**src/sv/gad_pkg.sv**
```systemverilog
// Shared types, constants and helper functions for the gamepad activity detector.
// No dependencies; every other file in the project depends on this package.
package gad_pkg;

    localparam int SLOT_FIELD_W = 2;
    localparam int CFG_IDX_W    = 2;
    localparam int CFG_DATA_W   = 16;

    localparam logic [CFG_IDX_W-1:0] CFG_TRIG_STEP    = 2'd0;
    localparam logic [CFG_IDX_W-1:0] CFG_STICK_STEP   = 2'd1;
    localparam logic [CFG_IDX_W-1:0] CFG_REPORT_GAP   = 2'd2;

    localparam logic [7:0]  TRIG_STEP_RST    = 8'd128;
    localparam logic [15:0] STICK_STEP_RST   = 16'd6554;
    localparam logic [15:0] REPORT_GAP_RST   = 16'd1000;

    typedef struct packed {
        logic [SLOT_FIELD_W-1:0] slot;
        logic                    probe_pass;
        logic                    present;
        logic [15:0]             buttons;
        logic [7:0]              left_trigger;
        logic [7:0]              right_trigger;
        logic signed [15:0]      left_stick_x;
        logic signed [15:0]      left_stick_y;
        logic signed [15:0]      right_stick_x;
        logic signed [15:0]      right_stick_y;
        logic [31:0]             now_ms;
    } t_sample;

    typedef struct packed {
        logic activity;
        logic report;
        logic slot_connected;
    } t_result;

    // Per-slot record kept in the slot memory.
    typedef struct packed {
        logic        connected;
        logic        known;
        logic [15:0] buttons;
        logic [15:0] triggers;  // left in 7:0, right in 15:8
        logic [63:0] sticks;    // LX 15:0, LY 31:16, RX 47:32, RY 63:48
    } t_slot_rec;

    typedef struct packed {
        logic [7:0]  trig_step;
        logic [15:0] stick_step;
        logic [15:0] report_gap;
    } t_cfg;

    typedef struct packed {
        t_slot_rec new_rec;
        logic      write;
        logic      fire_report;
        t_result   result;
    } t_eval;

    function automatic logic [7:0] trig_absdiff(input logic [7:0] a, input logic [7:0] b);
        logic [8:0] d;
        logic [8:0] m;
        d = {1'b0, a} - {1'b0, b};
        m = d[8] ? (9'd0 - d) : d;
        return m[7:0];
    endfunction

    function automatic logic [15:0] axis_absdiff(input logic [15:0] a, input logic [15:0] b);
        logic [16:0] d;
        logic [16:0] m;
        d = {a[15], a} - {b[15], b};
        m = d[16] ? (17'd0 - d) : d;
        return m[15:0];
    endfunction

endpackage

```
**src/sv/gad_sample_if.sv**
```systemverilog
// Input channel carrying one controller sample per transfer.
// Depends on gad_pkg for the payload type.
interface gad_sample_if;
    logic             valid;
    logic             ready;
    gad_pkg::t_sample payload;

    modport source (output valid, output payload, input ready);
    modport sink   (input valid, input payload, output ready);
endinterface

```
**src/sv/gad_result_if.sv**
```systemverilog
// Output channel carrying one activity result per transfer.
// Depends on gad_pkg for the payload type.
interface gad_result_if;
    logic             valid;
    logic             ready;
    gad_pkg::t_result payload;

    modport source (output valid, output payload, input ready);
    modport sink   (input valid, input payload, output ready);
endinterface

```
**src/sv/gamepad_activity_detector.sv**
```systemverilog
// Gamepad activity detector: top level with the sample pipeline, the
// configuration and report registers and the output register.
// Depends on gad_pkg, gad_sample_if, gad_result_if, gad_slot_mem and gad_eval.
// A sample's result passes the evaluation stage, then the output register.
// Throughput: one sample per cycle unless the output stalls; the slot memory is
// read on transfer, written back when the result is registered, with same-slot forwarding.
// Reset: all slots read as disconnected, unknown and zeroed at once through
// per-entry valid bits (no clearing pass); steps and gap return to defaults.
module gamepad_activity_detector #(
    parameter int SLOTS = 4
) (
    input  logic                            i_clk,
    input  logic                            i_rst_n,
    input  logic                            i_cfg_we,
    input  logic [gad_pkg::CFG_IDX_W-1:0]   i_cfg_idx,
    input  logic [gad_pkg::CFG_DATA_W-1:0]  i_cfg_data,
    gad_sample_if.sink                      i_sample,
    gad_result_if.source                    o_result
);
    import gad_pkg::*;

    // Memory address width follows the slot count; the slot field is fixed
    // at two bits, so the field is widened before the address is cut from it.
    localparam int SLOT_W = (SLOTS > 1) ? $clog2(SLOTS) : 1;
    localparam int EXT_W  = (SLOT_W > SLOT_FIELD_W) ? SLOT_W : SLOT_FIELD_W;

    // Configuration registers.
    t_cfg        r_cfg;

    // Global report state.
    logic [31:0] r_last_report;
    logic        r_ever_reported;

    // Evaluation stage: sample whose record is being read this cycle.
    logic        r_s1_valid;
    t_sample     r_s1_sample;

    // Output register.
    logic        r_out_valid;
    t_result     r_out;

    logic              in_xfer;
    logic              out_free;
    logic              s1_fire;
    logic [EXT_W-1:0]  in_slot_ext;
    logic [EXT_W-1:0]  s1_slot_ext;
    t_slot_rec         rd_rec;
    t_eval             eval;

    // The output register frees up when empty or when its result is taken;
    // the evaluation stage may then move forward and a new sample may enter.
    assign out_free         = !r_out_valid || o_result.ready;
    assign s1_fire          = r_s1_valid && out_free;
    assign i_sample.ready   = !r_s1_valid || out_free;
    assign in_xfer          = i_sample.valid && i_sample.ready;
    assign in_slot_ext      = EXT_W'(i_sample.payload.slot);
    assign s1_slot_ext      = EXT_W'(r_s1_sample.slot);

    assign o_result.valid   = r_out_valid;
    assign o_result.payload = r_out;

    // Configuration writes; an index past the list is ignored.
    always_ff @(posedge i_clk) begin
        if (!i_rst_n) begin
            r_cfg.trig_step    <= TRIG_STEP_RST;
            r_cfg.stick_step   <= STICK_STEP_RST;
            r_cfg.report_gap   <= REPORT_GAP_RST;
        end else if (i_cfg_we) begin
            unique case (i_cfg_idx)
                CFG_TRIG_STEP:    r_cfg.trig_step    <= i_cfg_data[7:0];
                CFG_STICK_STEP:   r_cfg.stick_step   <= i_cfg_data;
                CFG_REPORT_GAP:   r_cfg.report_gap   <= i_cfg_data;
                default:          ;
            endcase
        end
    end

    // The slot record is read on the transfer edge, so it is ready in the
    // evaluation stage on the next cycle. The write back happens when the
    // evaluated result moves into the output register.
    gad_slot_mem #(
        .SLOTS  (SLOTS),
        .ADDR_W (SLOT_W)
    ) u_slot_mem (
        .i_clk     (i_clk),
        .i_rst_n   (i_rst_n),
        .i_rd_en   (in_xfer),
        .i_rd_addr (in_slot_ext[SLOT_W-1:0]),
        .i_wr_en   (s1_fire && eval.write),
        .i_wr_addr (s1_slot_ext[SLOT_W-1:0]),
        .i_wr_data (eval.new_rec),
        .o_rd_rec  (rd_rec)
    );

    gad_eval #(
        .SLOTS (SLOTS)
    ) u_eval (
        .i_sample        (r_s1_sample),
        .i_rec           (rd_rec),
        .i_cfg           (r_cfg),
        .i_last_report   (r_last_report),
        .i_ever_reported (r_ever_reported),
        .o_eval          (eval)
    );

    // Pipeline control.
    always_ff @(posedge i_clk) begin
        if (!i_rst_n) begin
            r_s1_valid      <= 1'b0;
            r_out_valid     <= 1'b0;
            r_ever_reported <= 1'b0;
            r_last_report   <= '0;
        end else begin
            if (in_xfer) begin
                r_s1_valid <= 1'b1;
            end else if (s1_fire) begin
                r_s1_valid <= 1'b0;
            end
            if (s1_fire) begin
                r_out_valid <= 1'b1;
            end else if (o_result.ready) begin
                r_out_valid <= 1'b0;
            end
            // Report timing is committed only when the result is registered,
            // so a stalled sample never advances the report clock twice.
            if (s1_fire && eval.fire_report) begin
                r_ever_reported <= 1'b1;
                r_last_report   <= r_s1_sample.now_ms;
            end
        end
    end

    // Payload registers.
    always_ff @(posedge i_clk) begin
        if (in_xfer) begin
            r_s1_sample <= i_sample.payload;
        end
        if (s1_fire) begin
            r_out <= eval.result;
        end
    end

    a_report_needs_activity: assert property (@(posedge i_clk) disable iff (!i_rst_n)
        r_out_valid |-> (!r_out.report || r_out.activity))
        else $error("report raised without activity");

    a_activity_needs_connect: assert property (@(posedge i_clk) disable iff (!i_rst_n)
        r_out_valid |-> (!r_out.activity || r_out.slot_connected))
        else $error("activity on a slot that is not connected");

    a_xfer_fills_stage: assert property (@(posedge i_clk) disable iff (!i_rst_n)
        in_xfer |=> r_s1_valid)
        else $error("accepted sample did not reach the evaluation stage");

    a_report_marks_ever: assert property (@(posedge i_clk) disable iff (!i_rst_n)
        (s1_fire && eval.fire_report) |=> (r_ever_reported
            && (r_last_report == $past(r_s1_sample.now_ms))))
        else $error("report time not recorded");

    a_empty_stage_ready: assert property (@(posedge i_clk) disable iff (!i_rst_n)
        !r_s1_valid |-> i_sample.ready)
        else $error("empty pipeline refused a sample");

endmodule

```
**src/sv/gad_slot_mem.sv**
```systemverilog
// Per-slot record memory with registered read, entry valid bits
// and write-to-read forwarding. Depends on gad_pkg for the record type.
module gad_slot_mem #(
    parameter int SLOTS = 4,
    parameter int ADDR_W = 2
) (
    input  logic               i_clk,
    input  logic               i_rst_n,
    input  logic               i_rd_en,
    input  logic [ADDR_W-1:0]  i_rd_addr,
    input  logic               i_wr_en,
    input  logic [ADDR_W-1:0]  i_wr_addr,
    input  gad_pkg::t_slot_rec i_wr_data,
    output gad_pkg::t_slot_rec o_rd_rec
);
    import gad_pkg::*;

    t_slot_rec        mem [SLOTS];
    logic [SLOTS-1:0] r_valid;
    t_slot_rec        r_rd_data;
    logic             r_rd_valid;
    logic             r_fwd_hit;
    t_slot_rec        r_fwd_data;

    always_ff @(posedge i_clk) begin
        if (i_wr_en) begin
            mem[i_wr_addr] <= i_wr_data;
        end
        if (i_rd_en) begin
            r_rd_data <= mem[i_rd_addr];
        end
    end

    always_ff @(posedge i_clk) begin
        if (!i_rst_n) begin
            r_valid    <= '0;
            r_rd_valid <= 1'b0;
            r_fwd_hit  <= 1'b0;
        end else begin
            if (i_wr_en) begin
                r_valid[i_wr_addr] <= 1'b1;
            end
            if (i_rd_en) begin
                r_rd_valid <= r_valid[i_rd_addr];
                r_fwd_hit  <= i_wr_en && (i_wr_addr == i_rd_addr);
            end
        end
    end

    always_ff @(posedge i_clk) begin
        if (i_rd_en) begin
            r_fwd_data <= i_wr_data;
        end
    end

    // A write landing on the same edge as the read wins; a never-written
    // entry reads as the all-zero reset record.
    always_comb begin
        priority if (r_fwd_hit) begin
            o_rd_rec = r_fwd_data;
        end else if (r_rd_valid) begin
            o_rd_rec = r_rd_data;
        end else begin
            o_rd_rec = '0;
        end
    end

endmodule

```
**src/sv/gad_eval.sv**
```systemverilog
// Per-sample evaluation: compares a sample against its slot record, builds the
// updated record and decides activity and report. Depends on gad_pkg.
module gad_eval #(
    parameter int SLOTS = 4
) (
    input  gad_pkg::t_sample   i_sample,
    input  gad_pkg::t_slot_rec i_rec,
    input  gad_pkg::t_cfg      i_cfg,
    input  logic [31:0]        i_last_report,
    input  logic               i_ever_reported,
    output gad_pkg::t_eval     o_eval
);
    import gad_pkg::*;

    logic        in_range;
    logic        examined;
    logic        moved;
    logic        gap_ok;
    logic [15:0] trig_now;
    logic [63:0] sticks_now;
    logic [31:0] elapsed;

    assign in_range   = 32'(i_sample.slot) < SLOTS;
    assign examined   = i_rec.connected | i_sample.probe_pass;
    assign trig_now   = {i_sample.right_trigger, i_sample.left_trigger};
    assign sticks_now = {i_sample.right_stick_y, i_sample.right_stick_x,
                         i_sample.left_stick_y, i_sample.left_stick_x};
    assign elapsed    = i_sample.now_ms - i_last_report;
    assign gap_ok     = !i_ever_reported || (elapsed >= {16'd0, i_cfg.report_gap});

    always_comb begin
        moved = (i_rec.buttons != i_sample.buttons);
        for (int t = 0; t < 2; t++) begin
            if (trig_absdiff(i_rec.triggers[8*t +: 8], trig_now[8*t +: 8])
                    >= i_cfg.trig_step) begin
                moved = 1'b1;
            end
        end
        for (int a = 0; a < 4; a++) begin
            if (axis_absdiff(i_rec.sticks[16*a +: 16], sticks_now[16*a +: 16])
                    >= i_cfg.stick_step) begin
                moved = 1'b1;
            end
        end
    end

    always_comb begin
        o_eval         = '0;
        o_eval.new_rec = i_rec;
        o_eval.write   = in_range;
        if (in_range && examined) begin
            if (!i_sample.present) begin
                o_eval.new_rec = '0;
            end else begin
                o_eval.new_rec.connected = 1'b1;
                if (!i_rec.known || moved) begin
                    o_eval.new_rec.known    = 1'b1;
                    o_eval.new_rec.buttons  = i_sample.buttons;
                    o_eval.new_rec.triggers = trig_now;
                    o_eval.new_rec.sticks   = sticks_now;
                end
                if (i_rec.known && moved) begin
                    o_eval.result.activity = 1'b1;
                    o_eval.fire_report     = gap_ok;
                    o_eval.result.report   = gap_ok;
                end
            end
        end
        o_eval.result.slot_connected = in_range & o_eval.new_rec.connected;
    end

endmodule
```
**src/flat_wrapper.sv**
```systemverilog
// flat-port wrapper written by rule: the top's interface ports become plain ports
module gamepad_activity_detector_flat import gad_pkg::*;
#(
    parameter int SLOTS = 4
)
  (i_clk, i_rst_n, i_cfg_we, i_cfg_idx, i_cfg_data, i_sample_valid, i_sample_payload, i_sample_ready, o_result_valid, o_result_payload, o_result_ready);
  gad_sample_if i_sample_i ();
  gad_result_if o_result_i ();
  input  logic i_clk;
  input  logic i_rst_n;
  input  logic i_cfg_we;
  input  logic [gad_pkg::CFG_IDX_W-1:0] i_cfg_idx;
  input  logic [gad_pkg::CFG_DATA_W-1:0] i_cfg_data;
  input wire logic [$bits(i_sample_i.valid)-1:0] i_sample_valid;
  input wire logic [$bits(i_sample_i.payload)-1:0] i_sample_payload;
  output wire logic [$bits(i_sample_i.ready)-1:0] i_sample_ready;
  output wire logic [$bits(o_result_i.valid)-1:0] o_result_valid;
  output wire logic [$bits(o_result_i.payload)-1:0] o_result_payload;
  input wire logic [$bits(o_result_i.ready)-1:0] o_result_ready;
  assign i_sample_i.valid = i_sample_valid;
  assign i_sample_i.payload = i_sample_payload;
  assign i_sample_ready = i_sample_i.ready;
  assign o_result_valid = o_result_i.valid;
  assign o_result_payload = o_result_i.payload;
  assign o_result_i.ready = o_result_ready;
  gamepad_activity_detector #(.SLOTS(SLOTS)) u_core (.i_clk(i_clk), .i_rst_n(i_rst_n), .i_cfg_we(i_cfg_we), .i_cfg_idx(i_cfg_idx), .i_cfg_data(i_cfg_data), .i_sample(i_sample_i), .o_result(o_result_i));
endmodule
```
**config.mk**
```make
export PLATFORM = sky130hd
export DESIGN_NAME = gamepad_activity_detector_flat
export DESIGN_NICKNAME = d
export VERILOG_FILES = /design/src/sv/gad_pkg.sv /design/src/sv/gad_sample_if.sv /design/src/sv/gad_result_if.sv /design/src/sv/gamepad_activity_detector.sv /design/src/sv/gad_slot_mem.sv /design/src/sv/gad_eval.sv /design/src/flat_wrapper.sv
export SDC_FILE = /design/constraint.sdc
export NUM_CORES = 1
export LEC_CHECK = 0
export ABC_AREA = 1
export BUFFER_PORTS_ARGS = -buffer_cell sky130_fd_sc_hd__buf_4
export CORE_MARGIN = 1
export CORE_UTILIZATION = 50
export CTS_BUF_LIST = sky130_fd_sc_hd__clkbuf_8
export CTS_CLUSTER_DIAMETER = 150
export CTS_CLUSTER_SIZE = 12
export DETAILED_ROUTE_END_ITERATION = 8
export GPL_ROUTABILITY_DRIVEN = 0
export GPL_TIMING_DRIVEN = 0
export PLACE_DENSITY = 0.69
export SETUP_SLACK_MARGIN = 0.02
export SYNTH_ARGS = -nofsm -noshare
export SYNTH_HDL_FRONTEND = slang
export SYNTH_HIERARCHICAL = 1
export SYNTH_SLANG_ARGS = --single-unit
```
**constraint.sdc**
```tcl
create_clock -name i_clk -period 8.35 [get_ports i_clk]
set_input_delay 0.835 -clock i_clk [delete_from_list [all_inputs] [get_ports i_clk]]
set_output_delay 0.835 -clock i_clk [all_outputs]
set_load 0.005 [all_outputs]
```
==> impl_metrics.prom <==
# TYPE chip_impl_metric gauge
chip_impl_info{name="critical_path.endpoint_type",value="register"} 1
chip_impl_metric{name="final_cells",unit=""} 6232
chip_impl_metric{name="timing.final.ws_setup",unit="ns"} 1.40
chip_impl_metric{name="gr-usage-met3",unit="%"} 3.85
chip_impl_metric{name="grt.met2_usage",unit="%"} 41.6
chip_impl_metric{name="layout.area.seq",unit="sq um"} 23300
chip_impl_info{name="synth_largest_area_cell",value="sky130_fd_sc_hd__edfxtp_1"} 1
chip_impl_metric{name="power.density_cell_area",unit="nW/um^2"} 183
chip_impl_metric{name="required_arrival_time_at_the_worst_endpoint",unit="ns"} 8.88
chip_impl_metric{name="asyncSetResetFlopFracSynth",unit="%"} 0
chip_impl_metric{name="finalSetupViolCount",unit=""} 0
chip_impl_metric{name="timing.final.crit_share",unit="%"} 83.2
chip_impl_metric{name="worstMarginPinSlew",unit="ns"} 1.21
chip_impl_metric{name="clock.fmax",unit="MHz"} 144
chip_impl_metric{name="drt_pre_antenna_iters",unit=""} 6
chip_impl_metric{name="cp_data_arrival_time",unit="ns"} 7.48
chip_impl_metric{name="synthesis.area",unit="sq um"} 43100
chip_impl_metric{name="cp_max_fo",unit=""} 10
chip_impl_metric{name="synth_sequential_area_ratio",unit="%"} 54.1
chip_impl_metric{name="flow.area_growth_from_synthesis",unit="%"} 9.70
chip_impl_metric{name="post_cts_resize_count",unit=""} 0
chip_impl_metric{name="row_cnt",unit=""} 107
chip_impl_metric{name="gr_usage_total",unit="%"} 25.3
chip_impl_metric{name="drt-vias-per-instance",unit=""} 5.37
chip_impl_metric{name="drive_gt1_share",unit="%"} 7.57
chip_impl_metric{name="grt.met1_usage",unit="%"} 33.1
chip_impl_info{name="min_path_type",value="in2reg"} 1
chip_impl_metric{name="worst_clock_skew",unit="ns"} 0.0683
chip_impl_metric{name="wl_per_cell",unit="microns"} 17.8
chip_impl_info{name="synth_top_cells_by_area",value="sky130_fd_sc_hd__edfxtp_1, sky130_fd_sc_hd__nand2_1, sky130_fd_sc_hd__ha_1, sky130_fd_sc_hd__inv_1, sky130_fd_sc_hd__nor2_1"} 1
chip_impl_info{name="critical_path_slowest_stage_cell",value="sky130_fd_sc_hd__nor2_2"} 1
chip_impl_metric{name="yosys.area.top_type_share",unit="%"} 50.4
chip_impl_metric{name="dieWidth",unit="microns"} 296
chip_impl_metric{name="dr_iter_0_viols",unit=""} 2942
chip_impl_metric{name="route.final.wire_length",unit="microns"} 111000
chip_impl_metric{name="grt_pass1_vias",unit=""} 31500
chip_impl_metric{name="synth_cell_types",unit=""} 52
chip_impl_metric{name="num_io_pins",unit=""} 160
chip_impl_info{name="cp_common_cell",value="sky130_fd_sc_hd__nand2_1"} 1
chip_impl_metric{name="cts_max_level",unit=""} 3
chip_impl_metric{name="final-hold-violation-count",unit=""} 0
chip_impl_metric{name="via_count",unit=""} 33500
chip_impl_metric{name="pin_count_of_the_biggest_net_entering_global_routing",unit=""} 56
chip_impl_metric{name="finalMaxSlewViolations",unit=""} 0
chip_impl_metric{name="yosys_warnings",unit=""} 6
chip_impl_metric{name="netlist_instances",unit=""} 4810
chip_impl_metric{name="placed_cells",unit=""} 6126
chip_impl_metric{name="dp_worst_setup_slack",unit="ns"} 1.58
chip_impl_metric{name="die_area",unit="sq um"} 87400
chip_impl_info{name="gr-max-usage-layer",value="met2"} 1
chip_impl_metric{name="power.leakage",unit="nW"} 20.8
chip_impl_metric{name="first_pass_grt_wire_length",unit="microns"} 171000
chip_impl_metric{name="worstSkewPairLatency",unit="ns"} 0.75
chip_impl_metric{name="grt-ovfl-total",unit=""} 0
chip_impl_metric{name="antenna_violations_before_repair",unit=""} 4
chip_impl_metric{name="postCtsHoldBufs",unit=""} 0
chip_impl_metric{name="clock_path_buffers",unit=""} 3
chip_impl_metric{name="initial_core_util",unit="%"} 50.5
chip_impl_metric{name="multi_input_gate_area_in_the_final_layout",unit="sq um"} 16200
chip_impl_info{name="ys.flop_type",value="sky130_fd_sc_hd__edfxtp_1"} 1
chip_impl_info{name="buffer_cell_driving_the_clock_tree_root",value="sky130_fd_sc_hd__clkbuf_8"} 1
chip_impl_metric{name="relSlewSlack",unit="%"} 19.6
chip_impl_info{name="most_common_library_cells_after_synthesis",value="sky130_fd_sc_hd__nand2_1, sky130_fd_sc_hd__edfxtp_1, sky130_fd_sc_hd__inv_1"} 1
chip_impl_metric{name="ant_nets",unit=""} 0
chip_impl_metric{name="tritoncts.num_buffers",unit=""} 76
chip_impl_metric{name="max_stage_delay",unit="ns"} 0.84
chip_impl_metric{name="worst_ir_drop_vdd",unit="mV"} 0.124
chip_impl_info{name="rsz0062_at_grt",value="no"} 1
chip_impl_metric{name="drv_cap",unit=""} 0
chip_impl_metric{name="final_period_minus_worst_setup_slack",unit="ns"} 6.95
chip_impl_metric{name="layout.nets",unit=""} 5435
chip_impl_metric{name="drc_violations_left",unit=""} 0
chip_impl_metric{name="port_buffers",unit=""} 159
chip_impl_metric{name="syn-mean-instance-area",unit="sq um"} 8.96
chip_impl_metric{name="synthesis.nets",unit=""} 5185
chip_impl_metric{name="fill_cells",unit=""} 7592
chip_impl_info{name="synth_most_common_cell",value="sky130_fd_sc_hd__nand2_1"} 1
chip_impl_metric{name="design.core.area",unit="sq um"} 85300
chip_impl_metric{name="yosys_register_bits",unit=""} 804
chip_impl_info{name="outcome",value="completed"} 1
chip_impl_metric{name="path_clk_slew",unit="ns"} 0.09
chip_impl_info{name="cts_tree",value="yes"} 1
chip_impl_metric{name="synth_edf_count",unit=""} 723
chip_impl_metric{name="dp_hpwl",unit="microns"} 79300
chip_impl_metric{name="numClockSinks",unit=""} 804
chip_impl_info{name="category_of_the_worst_setup_path_launch_point",value="register"} 1
chip_impl_metric{name="die_y",unit="microns"} 296
chip_impl_metric{name="setup_fix_buffers_added_after_clock_tree_synthesis",unit=""} 0
chip_impl_info{name="critical_path_class",value="reg2reg"} 1
[report_power, final]
part | switching, mW | internal, mW | total, mW
clock network | 1.35 | 0.858 | 2.21
logic | 1.21 | 0.626 | 1.83
registers | 0.0547 | 4.57 | 4.62
[registers in the layout, summed over array words and instances (netlist names), 2 cells and up]
signal / cells
u_core/o_result.payload: 3
u_core/s1_slot_ext: 2
u_core/u_slot_mem/r_fwd_data: 98
u_core/r_last_report: 32
u_core/r_s1_sample: 130
u_core/u_slot_mem/r_valid: 4
u_core/u_slot_mem/mem: 392
u_core/u_slot_mem/r_rd_data: 98
u_core/r_cfg: 40
[critical path, delay by kind of cell, from the launching register on]
kind / cells / cell delay (ns)
simple gates: 22 / 3.23
buf+inv: 9 / 1.93
fa+ha+maj: 3 / 0.83
compound gates: 3 / 0.37
flops: 1 / 0.32
[kinds of logic after synthesis]
group	share of synthesized area (%)
adders and majority gates	6.51
DFF	54.1
and+or+nand+nor	21.8
xor gates and xnor gates	2.23
AOI/OAI and AO/OA	7.08
buffers and inverters	8.20
other	0.00870
[routing by layer]
metal,share of wire [%],vias up,wire length (microns)
met2,46,1174,51500
met1,42,15600,46300
met4,4.3,2,4780
met3,7.6,239,8480
li1,-,16500,-
met5,0.012,-,13
[layout by cell type (no fill, tap or decap), types with 10 or more instances in the layout]
| cell type | n |
|---|---|
| sky130_fd_sc_hd__buf_2 | 63 |
| sky130_fd_sc_hd__nor2_1 | 457 |
| sky130_fd_sc_hd__a21oi_1 | 135 |
| sky130_fd_sc_hd__xor2_1 | 79 |
| sky130_fd_sc_hd__ha_1 | 213 |
| sky130_fd_sc_hd__buf_1 | 17 |
| sky130_fd_sc_hd__nand3b_1 | 18 |
| sky130_fd_sc_hd__clkbuf_8 | 76 |
| sky130_fd_sc_hd__edfxtp_1 | 723 |
| sky130_fd_sc_hd__inv_1 | 690 |
| sky130_fd_sc_hd__nand3_1 | 339 |
| sky130_fd_sc_hd__buf_4 | 166 |
| sky130_fd_sc_hd__o22ai_1 | 98 |
| sky130_fd_sc_hd__o21bai_1 | 14 |
| sky130_fd_sc_hd__xnor2_1 | 25 |
| sky130_fd_sc_hd__dfxtp_1 | 81 |
| sky130_fd_sc_hd__nor3_1 | 17 |
| sky130_fd_sc_hd__o21ai_0 | 253 |
| sky130_fd_sc_hd__clkbuf_1 | 74 |
| sky130_fd_sc_hd__buf_6 | 21 |
| sky130_fd_sc_hd__o21ai_1 | 36 |
| sky130_fd_sc_hd__nand4_1 | 147 |
| sky130_fd_sc_hd__o21a_1 | 10 |
| sky130_fd_sc_hd__nand2_1 | 1241 |
[metrics by stage]
| stage | power, mW | hold WS, ns | TNS [ns] | utilization (%) | area [sq um] |
|---|---|---|---|---|---|
| 2_1_floorplan | 6.01 | 0.425 | 0 | - | 43100 |
| 3_3_place_gp | 6.49 | 0.437 | -272.80 | 53.6 | 45700 |
| 3_5_place_dp | 6.53 | 0.442 | 0 | 54.0 | 46000 |
| 4_1_cts | 8.72 | 0.193 | 0 | 55.4 | 47300 |
| 5_1_grt | 9.13 | 0.221 | 0 | 55.4 | 47300 |
| 6_report | 8.67 | 0.256 | 0 | 55.4 | 47300 |
[area by class of cell]
class,instances,area share [%]
multi-input cells,3137,34.3
clock inverters,26,0.392
well taps,1144,3.03
clock buffers,76,2.21
repair buffers,172,3.14
inverters,685,5.50
diodes,4,0.0212
flip-flops and latches,804,49.3
plain buffers,184,2.02
[path summary, 6_finish.rpt]
path         depth (start not counted)                           end  slack (ns)                        start
min                                  1        u_core/r_s1_sample[69]        0.26         i_sample_payload[69]
min reg2reg                          2              u_core/r_cfg[17]        0.47             u_core/r_cfg[17]
max                                 37  u_core/u_slot_mem/mem[3][45]        1.40  u_core/u_slot_mem/r_fwd_hit
max reg2reg                         37  u_core/u_slot_mem/mem[3][45]        1.40  u_core/u_slot_mem/r_fwd_hit
(Power assumes the default switching activity.)
